<file path="src/rtl/tmtw_pkg.sv">
`timescale 1ns / 1ps
// ----------------------------------------------------------------------------
// Text mode terminal writer package
// Shared geometry constants, command types and status types for the
// text mode terminal writer.
// ----------------------------------------------------------------------------
package tmtw_pkg;

    localparam int COLUMNS     = 80;
    localparam int ROWS        = 25;
    localparam int CELLS       = ROWS * COLUMNS;

    localparam int COL_W       = $clog2(COLUMNS);
    localparam int ROW_W       = $clog2(ROWS);
    localparam int ADDR_W      = $clog2(CELLS);

    localparam int CHAR_W      = 8;
    localparam int COLOUR_W    = 8;
    localparam int CELL_W      = CHAR_W + COLOUR_W;
    localparam int ACTION_W    = 2;
    localparam int COL_FIELD_W = 7;
    localparam int ROW_FIELD_W = 5;

    localparam int QUEUE_DEPTH = 2;
    localparam int QPTR_W      = (QUEUE_DEPTH > 1) ? $clog2(QUEUE_DEPTH) : 1;
    localparam int QCNT_W      = $clog2(QUEUE_DEPTH + 1);

    localparam logic [CHAR_W-1:0]   SPACE_CODE   = 8'd32;
    localparam logic [CHAR_W-1:0]   NEWLINE_CODE = 8'd10;
    localparam logic [COLOUR_W-1:0] RESET_COLOUR = 8'd47;

    typedef enum logic [ACTION_W-1:0] {
        ACT_PUT_CHAR = 2'd0,
        ACT_PUT_CELL = 2'd1,
        ACT_CLEAR    = 2'd2,
        ACT_READ     = 2'd3
    } action_t;

    typedef enum logic [2:0] {
        CMD_CHAR,
        CMD_NEWLINE,
        CMD_PUT,
        CMD_CLEAR,
        CMD_READ,
        CMD_NONE
    } cmd_op_t;

    typedef struct packed {
        cmd_op_t              op;
        logic [CHAR_W-1:0]    char_code;
        logic [COLOUR_W-1:0]  colour;
        logic [COL_W-1:0]     col;
        logic [ROW_W-1:0]     row;
    } cmd_t;

    typedef struct packed {
        logic init_busy;
    } back_status_t;

    typedef enum logic [1:0] {
        ST_INIT,
        ST_IDLE,
        ST_FILL,
        ST_READ
    } back_state_t;

endpackage

</file>
<file path="src/rtl/tmtw_front.sv">
`timescale 1ns / 1ps
// ----------------------------------------------------------------------------
// Text mode terminal writer front end
// Accepts input transactions, checks positions against the screen size and
// turns each one into a command for the queue.
// ----------------------------------------------------------------------------
module tmtw_front (
    input  logic                                in_valid,
    output logic                                in_stall,
    input  logic [tmtw_pkg::ACTION_W-1:0]       action,
    input  logic [tmtw_pkg::CHAR_W-1:0]         char_code,
    input  logic [tmtw_pkg::COL_FIELD_W-1:0]    col_pos,
    input  logic [tmtw_pkg::ROW_FIELD_W-1:0]    row_pos,
    input  logic [tmtw_pkg::COLOUR_W-1:0]       cell_colour,
    input  logic                                queue_full,
    input  tmtw_pkg::back_status_t              back_status,
    output logic                                push,
    output tmtw_pkg::cmd_t                      cmd
);
    import tmtw_pkg::*;

    logic in_range;

    assign in_range = (int'(col_pos) < COLUMNS) && (int'(row_pos) < ROWS);
    assign in_stall = queue_full || back_status.init_busy;
    assign push     = in_valid && !in_stall;

    always_comb
    begin
        cmd.char_code = char_code;
        cmd.colour    = cell_colour;
        cmd.col       = COL_W'(col_pos);
        cmd.row       = ROW_W'(row_pos);
        cmd.op        = CMD_NONE;
        unique case (action)
            ACT_PUT_CHAR:
            begin
                cmd.op = (char_code == NEWLINE_CODE) ? CMD_NEWLINE : CMD_CHAR;
            end
            ACT_PUT_CELL:
            begin
                cmd.op = in_range ? CMD_PUT : CMD_NONE;
            end
            ACT_CLEAR:
            begin
                cmd.op = CMD_CLEAR;
            end
            ACT_READ:
            begin
                cmd.op = in_range ? CMD_READ : CMD_NONE;
            end
            default:
            begin
                cmd.op = CMD_NONE;
            end
        endcase
    end

endmodule

</file>
<file path="config.mk">
export PLATFORM = sky130hd
export DESIGN_NAME = tmtw_front
export DESIGN_NICKNAME = d
export VERILOG_FILES = /design/src/rtl/tmtw_pkg.sv /design/src/rtl/tmtw_front.sv
export SDC_FILE = /design/constraint.sdc
export NUM_CORES = 1
export LEC_CHECK = 0
export BUFFER_PORTS_ARGS = -buffer_cell sky130_fd_sc_hd__clkbuf_2
export CORE_UTILIZATION = 23
export DETAILED_ROUTE_END_ITERATION = 7
export GPL_ROUTABILITY_DRIVEN = 1
export PLACE_DENSITY_LB_ADDON = 0.3
export SLEW_MARGIN = 20
export SYNTH_ARGS = -nofsm -noshare
export SYNTH_HDL_FRONTEND = slang
export SYNTH_SLANG_ARGS = --single-unit
</file>
<file path="constraint.sdc">
create_clock -name vclk -period 0.8
set_input_delay 0.04 -clock vclk [all_inputs]
set_output_delay 0.04 -clock vclk [all_outputs]
set_load 0.05 [all_outputs]
</file>
==> flow_summary_export.csv <==
group,metric,value,unit
outcome,status,"complete, but fails checks",
outcome,violations,"setup timing",
detailed_routing,dr.pass1.iters,1,
logic_synthesis,synth.yosys.seq_area_share,0,%
place,portBuffers,42,
power,clockPowerShare,0,%
power,pwr-share-seq,0,%
floorplanning,core,1190,um2
cells_and_area,layout-drive-gt1-share,93.7,%
floorplanning,rows,12,
cells_and_area,nFillCells,123,
cells_and_area,n_antenna_cell,0,
critical_path,path_common_cell,"buf_8",
logic_synthesis,syn_inst,41,
sta,setup_slack,-0.146,ns
place,gp_routability_congestion,0.667,
power,powerDensity,929,nW/um2
global_routing,antenna_found_initial,0,
sta,final.min_clock_period,0.946,ns
logic_synthesis,netlist_area,312,um2
power,internal_power,182,uW
detailed_routing,top_layer_used,"met3",
floorplanning,die-area,1510,um2
logic_synthesis,yosys_warnings,0,
logic_synthesis,yosysMostFrequentCell,"buf_4",
sta,fin_crit_sh,118,%
cells_and_area,regArea,0,um2
place,dpl.hpwl,530,um
power,power_switching_share,63.0,%
worst_hold_path,hold_path_startpoint,"cell_colour[4]",
sta,drv_slew,0,
global_routing,grt_pass1_vias,247,
place,dp.cells,77,
global_routing,grt_use_total,7.23,%
detailed_routing,wl_met3,87,um
critical_path,slowest_delay,0.30,ns
cells_and_area,flops_and_latches,0,
sta,relSlewSlack,81.6,%
job,maxCapViolations,0,
global_routing,grt_overflow,0,
detailed_routing,first_iter_violations,0,
detailed_routing,vias,312,
logic_synthesis,synth_nets,74,
floorplanning,die_y,38.8,um
clock_tree,postCtsHoldBufs,0,
critical_path,worstSetupPathType,"input pin to primary output",
detailed_routing,wl_met2,303,um
detailed_routing,wl,575,um
critical_path,arrival,0.91,ns
worst_hold_path,min_path_cells,0,
floorplanning,ios,66,
sta,tightest_slew,0.277,ns
floorplanning,die_w,38.8,um
sta,rsz0062_at_grt,"yes",
critical_path,cp-end-kind,"primary output",
logic_synthesis,yosysTopAreaCell,"buf_4",
sta,fin_hold_ws,0.0800,ns
global_routing,grt_start_max_net_pins,6,
cells_and_area,area_growth,70.7,%
logic_synthesis,yosys.area.top_type_share,67.5,%
power,pwr-share-comb,100.0,%
cells_and_area,multi_input_area,175,um2
sta,hold_viol,0,
detailed_routing,viasPerCell,4.05,
detailed_routing,wl_per_cell,7.47,um
floorplanning,start_util,26.3,%
cells_and_area,final_cell_count_no_fill,77,
critical_path,startpoint_type,"input pin",
logic_synthesis,postSynthAreaPerCell,7.60,um2
cells_and_area,num-nets-final,98,
power,power.leakage,0.000284,uW
logic_synthesis,netlist_top_cells_area,"buf_4 (67%), o311ai_4 (8.4%), mux2i_1 (3.2%)",
power,switchingPower,311,uW
sta,fmaxAchievable,1.06,GHz
critical_path,crit_required,0.76,ns
cells_and_area,clockBufferCount,0,
sta,setup_viol_count_final,3,
critical_path,worst_path_max_delay_cell,"o311ai_4",
global_routing,grt_pass1_wl,834,um
critical_path,crit_chain,"buf_8, o311ai_4, nand3_2, mux2i_4, buf_8",
logic_synthesis,ys_types,14,
worst_hold_path,min_path_type,"input pin to primary output",
power,max-vdd-ir-drop,0.308,mV
detailed_routing,ant_nets,0,
critical_path,crit_path_max_fanout,3,
detailed_routing,drc,0,
detailed_routing,wirelength_met1,184,um
worst_hold_path,min_to,"cmd[16]",
worst max-delay path: cells and delay by family:
| kind | cells | cell delay (ns) |
|---|---|---|
| buffers and inverters | 2 | 0.26 |
| muxes | 1 | 0.16 |
| AOI/OAI and AO/OA | 1 | 0.30 |
| and+or+nand+nor | 1 | 0.13 |
cell type report:
type                            instances  area share (%)
Timing Repair Buffer                   50            63.1
Multi-Input combinational cell         12            32.9
Inverter                                1           0.706
Tap cell                               14            3.29
timing repair:
action / in CTS / in global routing
endpoints found under the setup margin: 3 / 3
setup buffers: 0 / 0
gates resized for setup: 10 / 18
pin swaps: 1 / 4
power groups by stage:
stage	sequential, uW	clock, uW	combinational, uW
finish	0	0	494
detailed placement	0	0	432
global placement	0	0	432
CTS	0	0	466
floorplan	0	0	496
global route	0	0	518
worst max-delay path by stage:
stage                      start  endpoint  slack (ns)  depth (start not counted)
global route          row_pos[1]   cmd[29]       -0.20                          5
finish                row_pos[1]   cmd[29]       -0.15                          5
floorplan             row_pos[0]   cmd[29]       -0.12                          3
detailed placement  char_code[0]   cmd[28]       -0.29                          5
global placement    char_code[0]   cmd[28]       -0.29                          5
CTS                   row_pos[0]   cmd[29]       -0.18                          5
cells by family after synthesis:
logic type | count (synthesis) | share of synthesized area (%)
AOI/OAI and AO/OA | 5 | 16.9
and+or+nand+nor | 6 | 11.2
buffers and inverters | 29 | 68.7
muxes | 1 | 3.21
per-layer routing:
layer	track usage (%)	vias to the layer above
li1	-	155
met1	6.10	128
met2	17.1	29
met3	1.16	0
met4	0	0
met5	0	-
through the flow:
step	util (%)	power [uW]	area, um2	setup WS, ns	TNS, ns
final	44.8	494	532	-0.146	-0.376
after global routing	44.8	518	532	-0.199	-0.524
after CTS	40.8	466	484	-0.179	-0.492
after detailed placement	36.4	432	432	-0.288	-0.747
after global placement	36.4	432	432	-0.295	-0.754
after floorplan	-	496	354	-0.123	-0.199
cells in the final DEF (no fill, tap or decap):
cell      instances
a211oi_2          1
a31oi_4           1
buf_4             8
buf_6             4
buf_8             4
clkbuf_2         34
inv_1             1
mux2i_4           1
nand2_1           1
nand3_2           1
nor2_4            1
nor4_4            1
nor4bb_4          1
o21a_1            1
o21ai_1           1
o311ai_4          1
or2_4             1
No activity file was read; power rests on OpenSTA's default activity.
