## src/rtl/tmtw_pkg.sv

```systemverilog
`timescale 1ns / 1ps
// ----------------------------------------------------------------------------
// Text mode terminal writer package
// Shared geometry constants, command types and status types for the
// text mode terminal writer.
// ----------------------------------------------------------------------------
package tmtw_pkg;

    localparam int COLUMNS     = 80;
    localparam int ROWS        = 25;
    localparam int CELLS       = ROWS * COLUMNS;

    localparam int COL_W       = $clog2(COLUMNS);
    localparam int ROW_W       = $clog2(ROWS);
    localparam int ADDR_W      = $clog2(CELLS);

    localparam int CHAR_W      = 8;
    localparam int COLOUR_W    = 8;
    localparam int CELL_W      = CHAR_W + COLOUR_W;
    localparam int ACTION_W    = 2;
    localparam int COL_FIELD_W = 7;
    localparam int ROW_FIELD_W = 5;

    localparam int QUEUE_DEPTH = 2;
    localparam int QPTR_W      = (QUEUE_DEPTH > 1) ? $clog2(QUEUE_DEPTH) : 1;
    localparam int QCNT_W      = $clog2(QUEUE_DEPTH + 1);

    localparam logic [CHAR_W-1:0]   SPACE_CODE   = 8'd32;
    localparam logic [CHAR_W-1:0]   NEWLINE_CODE = 8'd10;
    localparam logic [COLOUR_W-1:0] RESET_COLOUR = 8'd47;

    typedef enum logic [ACTION_W-1:0] {
        ACT_PUT_CHAR = 2'd0,
        ACT_PUT_CELL = 2'd1,
        ACT_CLEAR    = 2'd2,
        ACT_READ     = 2'd3
    } action_t;

    typedef enum logic [2:0] {
        CMD_CHAR,
        CMD_NEWLINE,
        CMD_PUT,
        CMD_CLEAR,
        CMD_READ,
        CMD_NONE
    } cmd_op_t;

    typedef struct packed {
        cmd_op_t              op;
        logic [CHAR_W-1:0]    char_code;
        logic [COLOUR_W-1:0]  colour;
        logic [COL_W-1:0]     col;
        logic [ROW_W-1:0]     row;
    } cmd_t;

    typedef struct packed {
        logic init_busy;
    } back_status_t;

    typedef enum logic [1:0] {
        ST_INIT,
        ST_IDLE,
        ST_FILL,
        ST_READ
    } back_state_t;

endpackage

```

## src/rtl/tmtw_queue.sv

```systemverilog
`timescale 1ns / 1ps
// ----------------------------------------------------------------------------
// Text mode terminal writer command queue
// Short first-in first-out queue of classified commands between the front
// end and the execution back end.
// ----------------------------------------------------------------------------
module tmtw_queue (
    input  logic            clk,
    input  logic            rst_n,
    input  logic            push,
    input  tmtw_pkg::cmd_t  push_cmd,
    output logic            full,
    input  logic            pop,
    output logic            empty,
    output tmtw_pkg::cmd_t  head
);
    import tmtw_pkg::*;

    cmd_t               entry_reg [QUEUE_DEPTH];
    logic [QPTR_W-1:0]  wr_ptr_reg;
    logic [QPTR_W-1:0]  wr_ptr_next;
    logic [QPTR_W-1:0]  rd_ptr_reg;
    logic [QPTR_W-1:0]  rd_ptr_next;
    logic [QCNT_W-1:0]  count_reg;
    logic [QCNT_W-1:0]  count_next;

    assign full  = (count_reg == QCNT_W'(QUEUE_DEPTH));
    assign empty = (count_reg == '0);
    assign head  = entry_reg[rd_ptr_reg];

    always_comb
    begin
        wr_ptr_next = wr_ptr_reg;
        rd_ptr_next = rd_ptr_reg;
        count_next  = count_reg;
        if (push)
        begin
            wr_ptr_next = (wr_ptr_reg == QPTR_W'(QUEUE_DEPTH - 1)) ? '0 : wr_ptr_reg + 1'b1;
        end
        if (pop)
        begin
            rd_ptr_next = (rd_ptr_reg == QPTR_W'(QUEUE_DEPTH - 1)) ? '0 : rd_ptr_reg + 1'b1;
        end
        if (push && !pop)
        begin
            count_next = count_reg + 1'b1;
        end
        else if (pop && !push)
        begin
            count_next = count_reg - 1'b1;
        end
    end

    always_ff @(posedge clk or negedge rst_n)
    begin
        if (!rst_n)
        begin
            wr_ptr_reg <= '0;
            rd_ptr_reg <= '0;
            count_reg  <= '0;
        end
        else
        begin
            wr_ptr_reg <= wr_ptr_next;
            rd_ptr_reg <= rd_ptr_next;
            count_reg  <= count_next;
        end
    end

    always_ff @(posedge clk)
    begin
        if (push)
        begin
            entry_reg[wr_ptr_reg] <= push_cmd;
        end
    end

endmodule

```

## config.mk

```make
export PLATFORM = sky130hd
export DESIGN_NAME = tmtw_queue
export DESIGN_NICKNAME = d
export VERILOG_FILES = /design/src/rtl/tmtw_pkg.sv /design/src/rtl/tmtw_queue.sv
export SDC_FILE = /design/constraint.sdc
export NUM_CORES = 1
export LEC_CHECK = 0
export BUFFER_PORTS_ARGS = -buffer_cell sky130_fd_sc_hd__buf_2
export CAP_MARGIN = 15
export CORE_AREA = 2 2 99 63
export DETAILED_ROUTE_END_ITERATION = 6
export DIE_AREA = 0 0 101 65
export HOLD_SLACK_MARGIN = 0.03
export PLACE_DENSITY_LB_ADDON = 0.3
export SYNTH_ARGS = -nofsm -noshare
export SYNTH_HDL_FRONTEND = slang
export SYNTH_SLANG_ARGS = --single-unit
```

## constraint.sdc

```tcl
create_clock -name clk -period 2.14 [get_ports clk]
set_input_delay 0.107 -clock clk [delete_from_list [all_inputs] [get_ports clk]]
set_output_delay 0.107 -clock clk [all_outputs]
set_load 0.005 [all_outputs]
```

==> summary.txt, run 1 <==
Status
  – Status: finished, final reports clean

Power and ir drop
  – Power Total: 4.06 mW
  – Total power divided by cell area: between 1000 and 1500 nW/um^2
  – Worst IR Drop VDD: between 0.0006 and 0.0007 V
  – Leak: ~1.5 nW

Synth
  – XOR/XNOR Fraction of Synth Area: 1.70%
  – Yosys cell types: 13
  – Average cell area after synthesis: approximately 23 sq um
  – Mux contribution to synthesized area: between 15 and 20%
  – Seq/Total Area, Yosys: 76.1%
  – Mapped Cells: approximately 110
  – Adder-cell share of the synthesized area: less than 1%
  – Synthesized Nets: about 150
  – Main combinational cell family by area after synthesis: multiplexers
  – Post-Syn Area: ~2600 sq um
  – Warnings from Yosys: 0
  – Simple-Gate Fraction of Synth Area: about 1.0%
  – Compound-Gate Fraction of Synth Area: 0%
  – Seq cells post-synth: 66

Floorplanning
  – Die W: ~100 um
  – Die height: roughly 65 um
  – Starting Density: 44.6%
  – Row count: 22
  – Die area: ~6600 sq um
  – IO Pins: a little under 70
  – Core area: between 5000 and 6000 sq um

Clock network
  – H-tree levels: 3
  – Post-CTS Setup Inserts: 0
  – Clock latency on the worst-skew pair: 0.33 ns
  – CTS tree: done
  – Max Root-Sink Buffers: 2
  – Clock slew at reported path FFs: approximately 0.060 ns
  – Clock sinks: 66
  – Clk root buf: clkbuf_8
  – Cts bufs inserted: 9

Critical path
  – Crit-path max FO: 16
  – FF-to-FF setup slack: around 0.87 ns
  – Worst EP required: 2.03 ns
  – WS Path Type: reg2out
  – CP Data Arrival Time: ~1.5 ns
  – Setup crit start kind: register
  – Slowest CP cell: mux2_2
  – Crit end category: output pin
  – Crit path cell chain: buf_4 -> mux2_2 -> buf_2
  – Max incr delay on CP: between 0.3 and 0.4 ns

STA
  – Slew HR: between 70% and 80%
  – RSZ-0062 raised after global routing: false
  – Setup_tns: 0 ns
  – Worst slew pin tran: roughly 0.33 ns
  – Setup-failing EPs final: 0
  – Fmax achieved: ~630 MHz
  – Worst Skew: 0.00975 ns
  – Fin crit share: around 74%
  – Final hold vios: 0
  – Final Max Tran Viols: 0
  – Tmin final: 1.58 ns

Global route
  – Congestion Overflow GR: 0
  – Total GRT Usage: about 14%
  – Initial antenna violation count: 0
  – Largest net degree at the start of global routing: 23
  – Via count of the first global-routing pass: between 1,000 and 1,500
  – First-pass GRT wire length: roughly 6600 um

Cells and area
  – Fin nets: about 260
  – Area Overhead vs Synth: 36.6%
  – Filler cells: between 400 and 500
  – Largest register FFs: slightly above 60
  – N_diodes: 0
  – Share of layout cells above drive strength 1: 51.1%

Flow run
  – MaxCap Viol Count: 0

Routing
  – Final WL: between 4000 and 5000 um
  – Vias per cell: between 4 and 5
  – First-pass iteration count of the detailed router: 3
  – First-iteration detailed-routing DRC count: 55
  – Drt drc: 0
  – Final ANT Viol Nets: 0
  – WL/cell: around 14 um
  – DR vias: 1,361

Min path
  – HP Class: in2async

Place
  – IO Port Bufs: 67
  – HPWL after detailed placement: around 2800 um
  – GP Congestion: between 0.7 and 0.8
[worst paths after layout]
| check | start | cells past startpoint | end |
|---|---|---|---|
| setup / recovery | rd_ptr_reg | 3 | head[10] |
| hold / removal | rst_n | 2 | rd_ptr_reg |
| setup reg to reg | wr_ptr_reg | 2 | entry_reg[0][0] |
| hold reg to reg | count_reg[1] | 1 | count_reg[1] |
| max in group asynchronous | rst_n | 2 | rd_ptr_reg |
| min in group clk | count_reg[1] | 1 | count_reg[1] |
[cell usage after synthesis (all sizes together)]
master / number / share of area [%]
mux2: 31 / 18
nor2b: 2 / 0.49
xor2: 4 / 1.4
and2: 1 / 0.24
nor2: 2 / 0.29
dfrtp: 4 / 3.9
xnor2: 1 / 0.34
ha: 1 / 0.49
inv: 1 / 0.15
buf: 4 / 2.8
edfxtp: 62 / 72
[cell families (layout without fill, tap and decap cells)]
family | Yosys count | in the layout
and+or+nand+nor | 5 | 5
buffers and inverters | 5 | 123
muxes | 31 | 31
adders and majority gates | 1 | 1
DFF | 66 | 66
xor gates and xnor gates | 5 | 5
[routing by layer]
metal / vias to the layer above / GRT usage, % / wire length [um]
li1: 661 / - / -
met1: 644 / 16.9 / 1860
met2: 52 / 21.8 / 1970
met3: 4 / 9.06 / 353
met4: 0 / 4.05 / 35
met5: - / 0 / 0
[report_power, final]
group,switching (mW),internal [mW]
clock network,0.405,0.567
logic,0.545,0.734
registers,0.0878,1.72
total,1.04,3.02
[through the flow]
step | setup WS (ns) | cells | cell area [sq um] | util, % | hold slack (ns)
final | 0.555 | 303 | 3520 | 60.9 | 0.103
after global routing | 0.466 | 303 | 3520 | 60.9 | 0.0779
after CTS | 0.514 | 303 | 3520 | 60.9 | 0.0874
after detailed placement | 0.879 | 253 | 2990 | 51.7 | -0.0785
after global placement | 0.904 | 253 | 2990 | 51.7 | -0.0812
after floorplan | 0.504 | 113 | 2580 | - | -0.189
[area by class of cell]
| class | instances | area [sq um] | share of cell area (%) |
|---|---|---|---|
| clock buffer | 13 | 149 | 4.23 |
| clock inverter | 3 | 40.0 | 1.14 |
| inverter | 1 | 3.75 | 0.107 |
| multi-input combinational | 42 | 548 | 15.6 |
| sequential | 66 | 1960 | 55.8 |
| tap | 72 | 90.1 | 2.56 |
| timing repair buffer | 106 | 726 | 20.6 |
[timing repair]
item	in CTS	in global routing
gates resized for setup	0	0
hold endpoints to repair	68	0
hold buffers	34	0
[cell usage in the layout (no fill, tap or decap)]
master / instances
and2_1: 1
buf_12: 1
buf_2: 67
buf_4: 4
bufinv_16: 1
clkbuf_1: 3
clkbuf_8: 10
clkinv_2: 2
dfrtp_1: 3
dfrtp_2: 1
dlygate4sd3_1: 34
edfxtp_1: 62
ha_1: 1
inv_1: 1
mux2_2: 2
mux2_4: 29
nor2_1: 2
nor2b_1: 1
nor2b_4: 1
xnor2_1: 1
xor2_1: 4
[worst max-delay path, delay by kind of cell (launching register included)]
kind	cells	cell delay, ns
mux	1	0.37
flops	1	0.36
buf+inv	2	0.41
Note: power is estimated with default switching activity, not from simulation.
==> run 2: changes to the inputs <==
--- a/config.mk
+++ b/config.mk
@@ -7,9 +7,9 @@
 export LEC_CHECK = 0
 export BUFFER_PORTS_ARGS = -buffer_cell sky130_fd_sc_hd__buf_2
 export CAP_MARGIN = 15
-export CORE_AREA = 2 2 99 63
+export CORE_AREA = 2 2 94 60
 export DETAILED_ROUTE_END_ITERATION = 6
-export DIE_AREA = 0 0 101 65
+export DIE_AREA = 0 0 96 62
 export HOLD_SLACK_MARGIN = 0.03
 export PLACE_DENSITY_LB_ADDON = 0.3
 export SYNTH_ARGS = -nofsm -noshare
==> constraint.sdc (replaced) <==
create_clock -name clk -period 1.7 [get_ports clk]
set_input_delay 0.085 -clock clk [delete_from_list [all_inputs] [get_ports clk]]
set_output_delay 0.085 -clock clk [all_outputs]
set_load 0.005 [all_outputs]
==> run 2 against run 1 <==
Against the previous run: critical path depth is the same; die area shrank 9.3%; clock-buffer cell count shrank 2; final area shrank 0.36%; non-clock buffer count is the same; first-iteration DRC count shrank 24%; clock power grew 5%; sequential cell count is the same; combinational power grew 30%; via count grew 0.96%; hold slack lost 0.0013 ns; routed wire length grew 1.1%; critical endpoint is now head[9].
==> summary.txt, run 2 (synthesis gave the netlist of run 1 again) <==
Status
  – Status: finished, final reports clean

Place
  – GP Congestion: about 0.66
  – Cells after DPL: between 200 and 250
  – IO Port Bufs: between 60 and 70

Cells and area
  – Largest register FFs: 62
  – Most frequent cells in the layout: buf_2 (67), edfxtp_1 (62), dlygate4sd3_1 (34)
  – Filler cells: roughly 370
  – Share of layout cells above drive strength 1: 50.2%
  – Area Overhead vs Synth: 36.1%
  – Commonest non-fill, non-tap cell in the layout: buf_2
  – N_diodes: 0
  – Fin cells: 300
  – Fin nets: approximately 260

Global route
  – Congestion Overflow GR: 0
  – Largest net degree at the start of global routing: 32
  – Initial antenna violation count: 0
  – First-pass GRT wire length: 6180 um
  – Via count of the first global-routing pass: 1,336
  – Total GRT Usage: between 10% and 20%

Critical path
  – Top cell family by delay on the critical path: flip-flops
  – Crit path cell chain: buf_4 -> mux2_4 -> buf_2
  – Setup crit start kind: register
  – CP startpoint: rd_ptr_reg
  – CP bufs+invs: 2
  – Crit-path max FO: 8
  – WS Path Type: reg2out
  – Max incr delay on CP: roughly 0.5 ns
  – Worst r2r src: wr_ptr_reg
  – Worst EP required: between 1.5 and 2 ns
  – CP Data Arrival Time: 1.46 ns
  – Crit end category: output pin
  – Slowest CP cell: dfrtp_4

Clock network
  – Clock sinks: 66
  – Clock latency on the worst-skew pair: between 0.3 and 0.4 ns
  – Max Root-Sink Buffers: 2
  – Clk root buf: clkbuf_8
  – Clock slew at reported path FFs: approximately 0.06 ns
  – Cts bufs inserted: 9
  – CTS tree: done
  – H-tree levels: 3

Routing
  – WL/cell: around 14 um
  – First-pass iteration count of the detailed router: 6
  – First-iteration detailed-routing DRC count: 42
  – Final WL: about 4300 um
  – DR vias: roughly 1,400
  – Vias per cell: 4.58
  – Final ANT Viol Nets: 0
  – Drt drc: 0

STA
  – Slew HR: between 80% and 90%
  – Final Max Tran Viols: 0
  – Worst Skew: roughly 0.0046 ns
  – Setup-failing EPs final: 0
  – Fin crit share: between 90% and 100%
  – Tmin final: between 1.5 and 2 ns
  – Setup_tns: 0 ns
  – Worst slew pin tran: between 0.15 and 0.2 ns
  – Final hold vios: 0
  – Fmax achieved: ~650 MHz
  – RSZ-0062 raised after global routing: false

Min path
  – HP Class: in2async

Floorplanning
  – Die area: a little under 6000 sq um
  – Row count: 21
  – IO Pins: between 60 and 70
  – Core area: 5230 sq um
  – Die height: between 60 and 70 um
  – Die W: between 90 and 100 um
  – Starting Density: between 40 and 50%

Power and ir drop
  – Leak: between 1 and 1.5 nW
  – Total power divided by cell area: about 1400 nW/um^2
  – Worst IR Drop VDD: between 0.0006 and 0.0007 V

Flow run
  – MaxCap Viol Count: 0
-- run 2: path summary, 6_finish.rpt --
path,end,slack [ns],cells past startpoint
worst max-delay path,head[9],0.16,3
worst max register to register,entry_reg[1][1],0.54,2
worst min-delay path,count_reg[0],0.10,2
max in group asynchronous,rd_ptr_reg,1.46,2
worst min register to register,count_reg[1],0.51,1
min in group clk,entry_reg[1][4],0.47,2
-- run 2: routing by layer --
metal / part of all wire, % / wire length, um / track usage [%] / up-vias
met3: 7.0 / 297 / 6.39 / 8
met1: 44 / 1890 / 17.9 / 655
met2: 47 / 2010 / 24.5 / 52
met4: 1.5 / 63 / 8.57 / 0
li1: - / - / - / 659
met5: 0 / 0 / 0 / -
-- run 2: stage by stage --
step	setup WS (ns)	util, %	instance area (sq um)	total power, mW	hold WS, ns
final	0.156	67.1	3510	4.98	0.101
after global routing	0.104	67.1	3510	5.26	0.0853
after CTS	0.132	67.1	3510	5.06	0.0690
after detailed placement	0.313	57.3	3000	3.91	-0.103
after global placement	0.334	57.3	3000	3.86	-0.110
after floorplan	0.0636	-	2580	3.45	-0.211
-- run 2: report_power, final --
part           switching, mW  internal, mW  total (mW)
registers              0.130          2.18        2.30
logic                  0.680         0.978        1.66
clock network          0.512         0.509        1.02
total                   1.32          3.66        4.98
-- run 2: timing repair --
item,in CTS,in global routing
hold buffers,34,0
endpoints found under the hold margin,68,0
resized for setup,1,0
setup endpoints to repair,20,0
setup buffers,2,0
-- run 2: cell type report --
| class | instances | area [sq um] | share of cell area [%] |
|---|---|---|---|
| Tap cell | 69 | 86.3 | 2.46 |
| Sequential cell | 66 | 1970 | 56.0 |
| Inverter | 1 | 3.75 | 0.107 |
| Multi-Input combinational cell | 42 | 548 | 15.6 |
| Timing Repair Buffer | 106 | 751 | 21.4 |
| Clock inverter | 5 | 21.3 | 0.606 |
| Clock buffer | 11 | 131 | 3.75 |
-- run 2: worst register-to-register path, stage by stage (launching register included) --
cell	delay (ns)
dfrtp_1	0.42
and2_1	0.20
buf_12	0.22
==> run 3: changes to the inputs <==
--- a/config.mk
+++ b/config.mk
@@ -7,9 +7,9 @@
 export LEC_CHECK = 0
 export BUFFER_PORTS_ARGS = -buffer_cell sky130_fd_sc_hd__buf_2
 export CAP_MARGIN = 15
-export CORE_AREA = 2 2 94 60
+export CORE_AREA = 2 2 85 66
 export DETAILED_ROUTE_END_ITERATION = 6
-export DIE_AREA = 0 0 96 62
+export DIE_AREA = 0 0 87 68
 export HOLD_SLACK_MARGIN = 0.03
 export PLACE_DENSITY_LB_ADDON = 0.3
 export SYNTH_ARGS = -nofsm -noshare
==> run 3 against run 2 <==
Against the previous run: core utilization grew 0.89 points; combinational power is essentially flat; maximum frequency down 0.41%; critical path type unchanged; largest cell class unchanged.
==> summary.txt, run 3 (synthesis gave the netlist of run 1 again) <==
STA
  – Slew HR: roughly 88%
  – Setup-failing EPs final: 0
  – Final Max Tran Viols: 0
  – Tmin final: around 1.6 ns
  – Fin crit share: between 90% and 100%
  – Setup_tns: 0 ns
  – RSZ-0062 raised after global routing: false
  – Worst slew pin tran: 0.180 ns
  – Fmax achieved: ~640 MHz
  – Final hold vios: 0
  – Worst Skew: around 0.0055 ns

Critical path
  – Setup crit start kind: register
  – WS Path Type: reg2out
  – Slowest CP cell: dfrtp_4
  – FF-to-FF setup slack: around 0.54 ns
  – Top cell family by delay on the critical path: flip-flops
  – Crit path cell chain: buf_12 -> mux2_4 -> buf_2
  – CP Data Arrival Time: about 1.5 ns
  – Crit-path max FO: 20
  – Crit path depth: 3
  – Crit end category: output pin
  – CP bufs+invs: 2
  – Max incr delay on CP: approximately 0.50 ns
  – Reg2Reg Depth: 2
  – R2R Path End: entry_reg[1][4]
  – Worst r2r src: wr_ptr_reg
  – CP startpoint: rd_ptr_reg
  – Worst setup endpoint: head[21]
  – Worst EP required: between 1.5 and 2 ns

Power and ir drop
  – Leak: ~1.4 nW
  – Power Total: 5.00 mW
  – Total power divided by cell area: between 1000 and 1500 nW/um^2
  – Worst IR Drop VDD: 0.000785 V

Floorplanning
  – Die W: approximately 87 um
  – Die height: about 68 um
  – Row count: 23
  – Core area: ~5000 sq um
  – Starting Density: around half
  – Die area: a little under 6000 sq um
  – IO Pins: 68

Routing
  – Final WL: 4320 um
  – First-iteration detailed-routing DRC count: 87
  – Drt drc: 0
  – Final ANT Viol Nets: 0
  – Vias per cell: roughly 4.7
  – First-pass iteration count of the detailed router: 4
  – DR vias: roughly 1,400
  – WL/cell: between 10 and 15 um

Global route
  – Top Usage Layer GRT: met2
  – Congestion Overflow GR: 0
  – Largest net degree at the start of global routing: 32
  – First-pass GRT wire length: between 6000 and 7000 um
  – Via count of the first global-routing pass: 1,399
  – Total GRT Usage: between 10% and 20%
  – Initial antenna violation count: 0
  – GR Util met3: 10.0%
  – Grt met2 use: between 20 and 30%
  – Met1 GRT Util: about 17%

Clock network
  – Max Root-Sink Buffers: 2
  – Cts bufs inserted: 9
  – Clock latency on the worst-skew pair: approximately 0.33 ns
  – H-tree levels: 3
  – Clock sinks: 66
  – Clock slew at reported path FFs: 0.06 ns
  – Clk root buf: clkbuf_8
  – CTS tree: done

Cells and area
  – N_diodes: 0
  – Most frequent cells in the layout: buf_2 (67), edfxtp_1 (62), dlygate4sd3_1 (34)
  – Share of layout cells above drive strength 1: around 50%
  – Area Overhead vs Synth: 35.8%
  – Fin nets: ~260
  – Largest register FFs: 62
  – Commonest non-fill, non-tap cell in the layout: buf_2

Min path
  – HP Class: in2async

Status
  – Status: finished, final reports clean

Place
  – IO Port Bufs: between 60 and 70
  – GP Congestion: ~0.72
  – HPWL after detailed placement: 2660 um

Flow run
  – MaxCap Viol Count: 0
[run 3: changes by cell type in the layout (fill, tap and decap cells not counted), sizes merged]
cell	delta
buf	-1
clkbuf	-1
[run 3: worst min-delay path by stage]
stage	start	endpoint	slack (ns)	cells past startpoint
2_1_floorplan	rst_n	count_reg[0]	-0.21	0
4_1_cts	rst_n	count_reg[0]	0.06	2
5_1_grt	rst_n	count_reg[0]	0.08	2
3_3_place_gp	rst_n	count_reg[1]	-0.11	1
3_5_place_dp	rst_n	count_reg[0]	-0.10	1
6_report	rst_n	count_reg[0]	0.08	2
[run 3: timing repair]
| action | in CTS | in global routing |
|---|---|---|
| hold endpoints to repair | 68 | 0 |
| hold buffers | 34 | 0 |
| gates resized for setup | 1 | 0 |
| endpoints found under the setup margin | 20 | 0 |
| buffers inserted | 1 | 0 |
[run 3: worst register-to-register path, delay by kind of cell (launching register included)]
family	cells	cell delay, ns
DFF	1	0.42
buffers and inverters	1	0.21
and+or+nand+nor	1	0.21
[run 3: area by class of cell]
type                       instances  area, sq um
inverter                           1         3.75
fill                             345         1650
clock buffer                      10          128
tap                               62         77.6
sequential                        66         1970
clock inverter                     5         22.5
timing repair buffer             105          756
multi-input combinational         42          548
[run 3: per-stage QoR]
step / util [%] / instances / setup WS, ns / hold WS (ns) / cell area [sq um]
after floorplan: - / 113 / 0.0636 / -0.211 / 2580
final: 68.0 / 291 / 0.150 / 0.0791 / 3500
after global placement: 58.0 / 241 / 0.323 / -0.108 / 2990
after global routing: 68.0 / 291 / 0.0967 / 0.0834 / 3500
after detailed placement: 58.0 / 241 / 0.294 / -0.101 / 2990
after CTS: 68.0 / 291 / 0.123 / 0.0639 / 3500
[run 3: where the power goes]
| group | switching, mW | leakage, nW | internal (mW) | total, mW |
|---|---|---|---|---|
| clock network | 0.508 | 0.0808 | 0.502 | 1.01 |
| registers | 0.131 | 0.628 | 2.18 | 2.31 |
| logic | 0.687 | 0.739 | 0.995 | 1.68 |
| total | 1.33 | 1.45 | 3.67 | 5.00 |
[run 3: layer usage]
| metal | share of wire, % | routed length [um] |
|---|---|---|
| met2 | 51 | 2190 |
| met4 | 0.88 | 38 |
| met3 | 7.8 | 336 |
| met5 | 0 | 0 |
| met1 | 41 | 1760 |
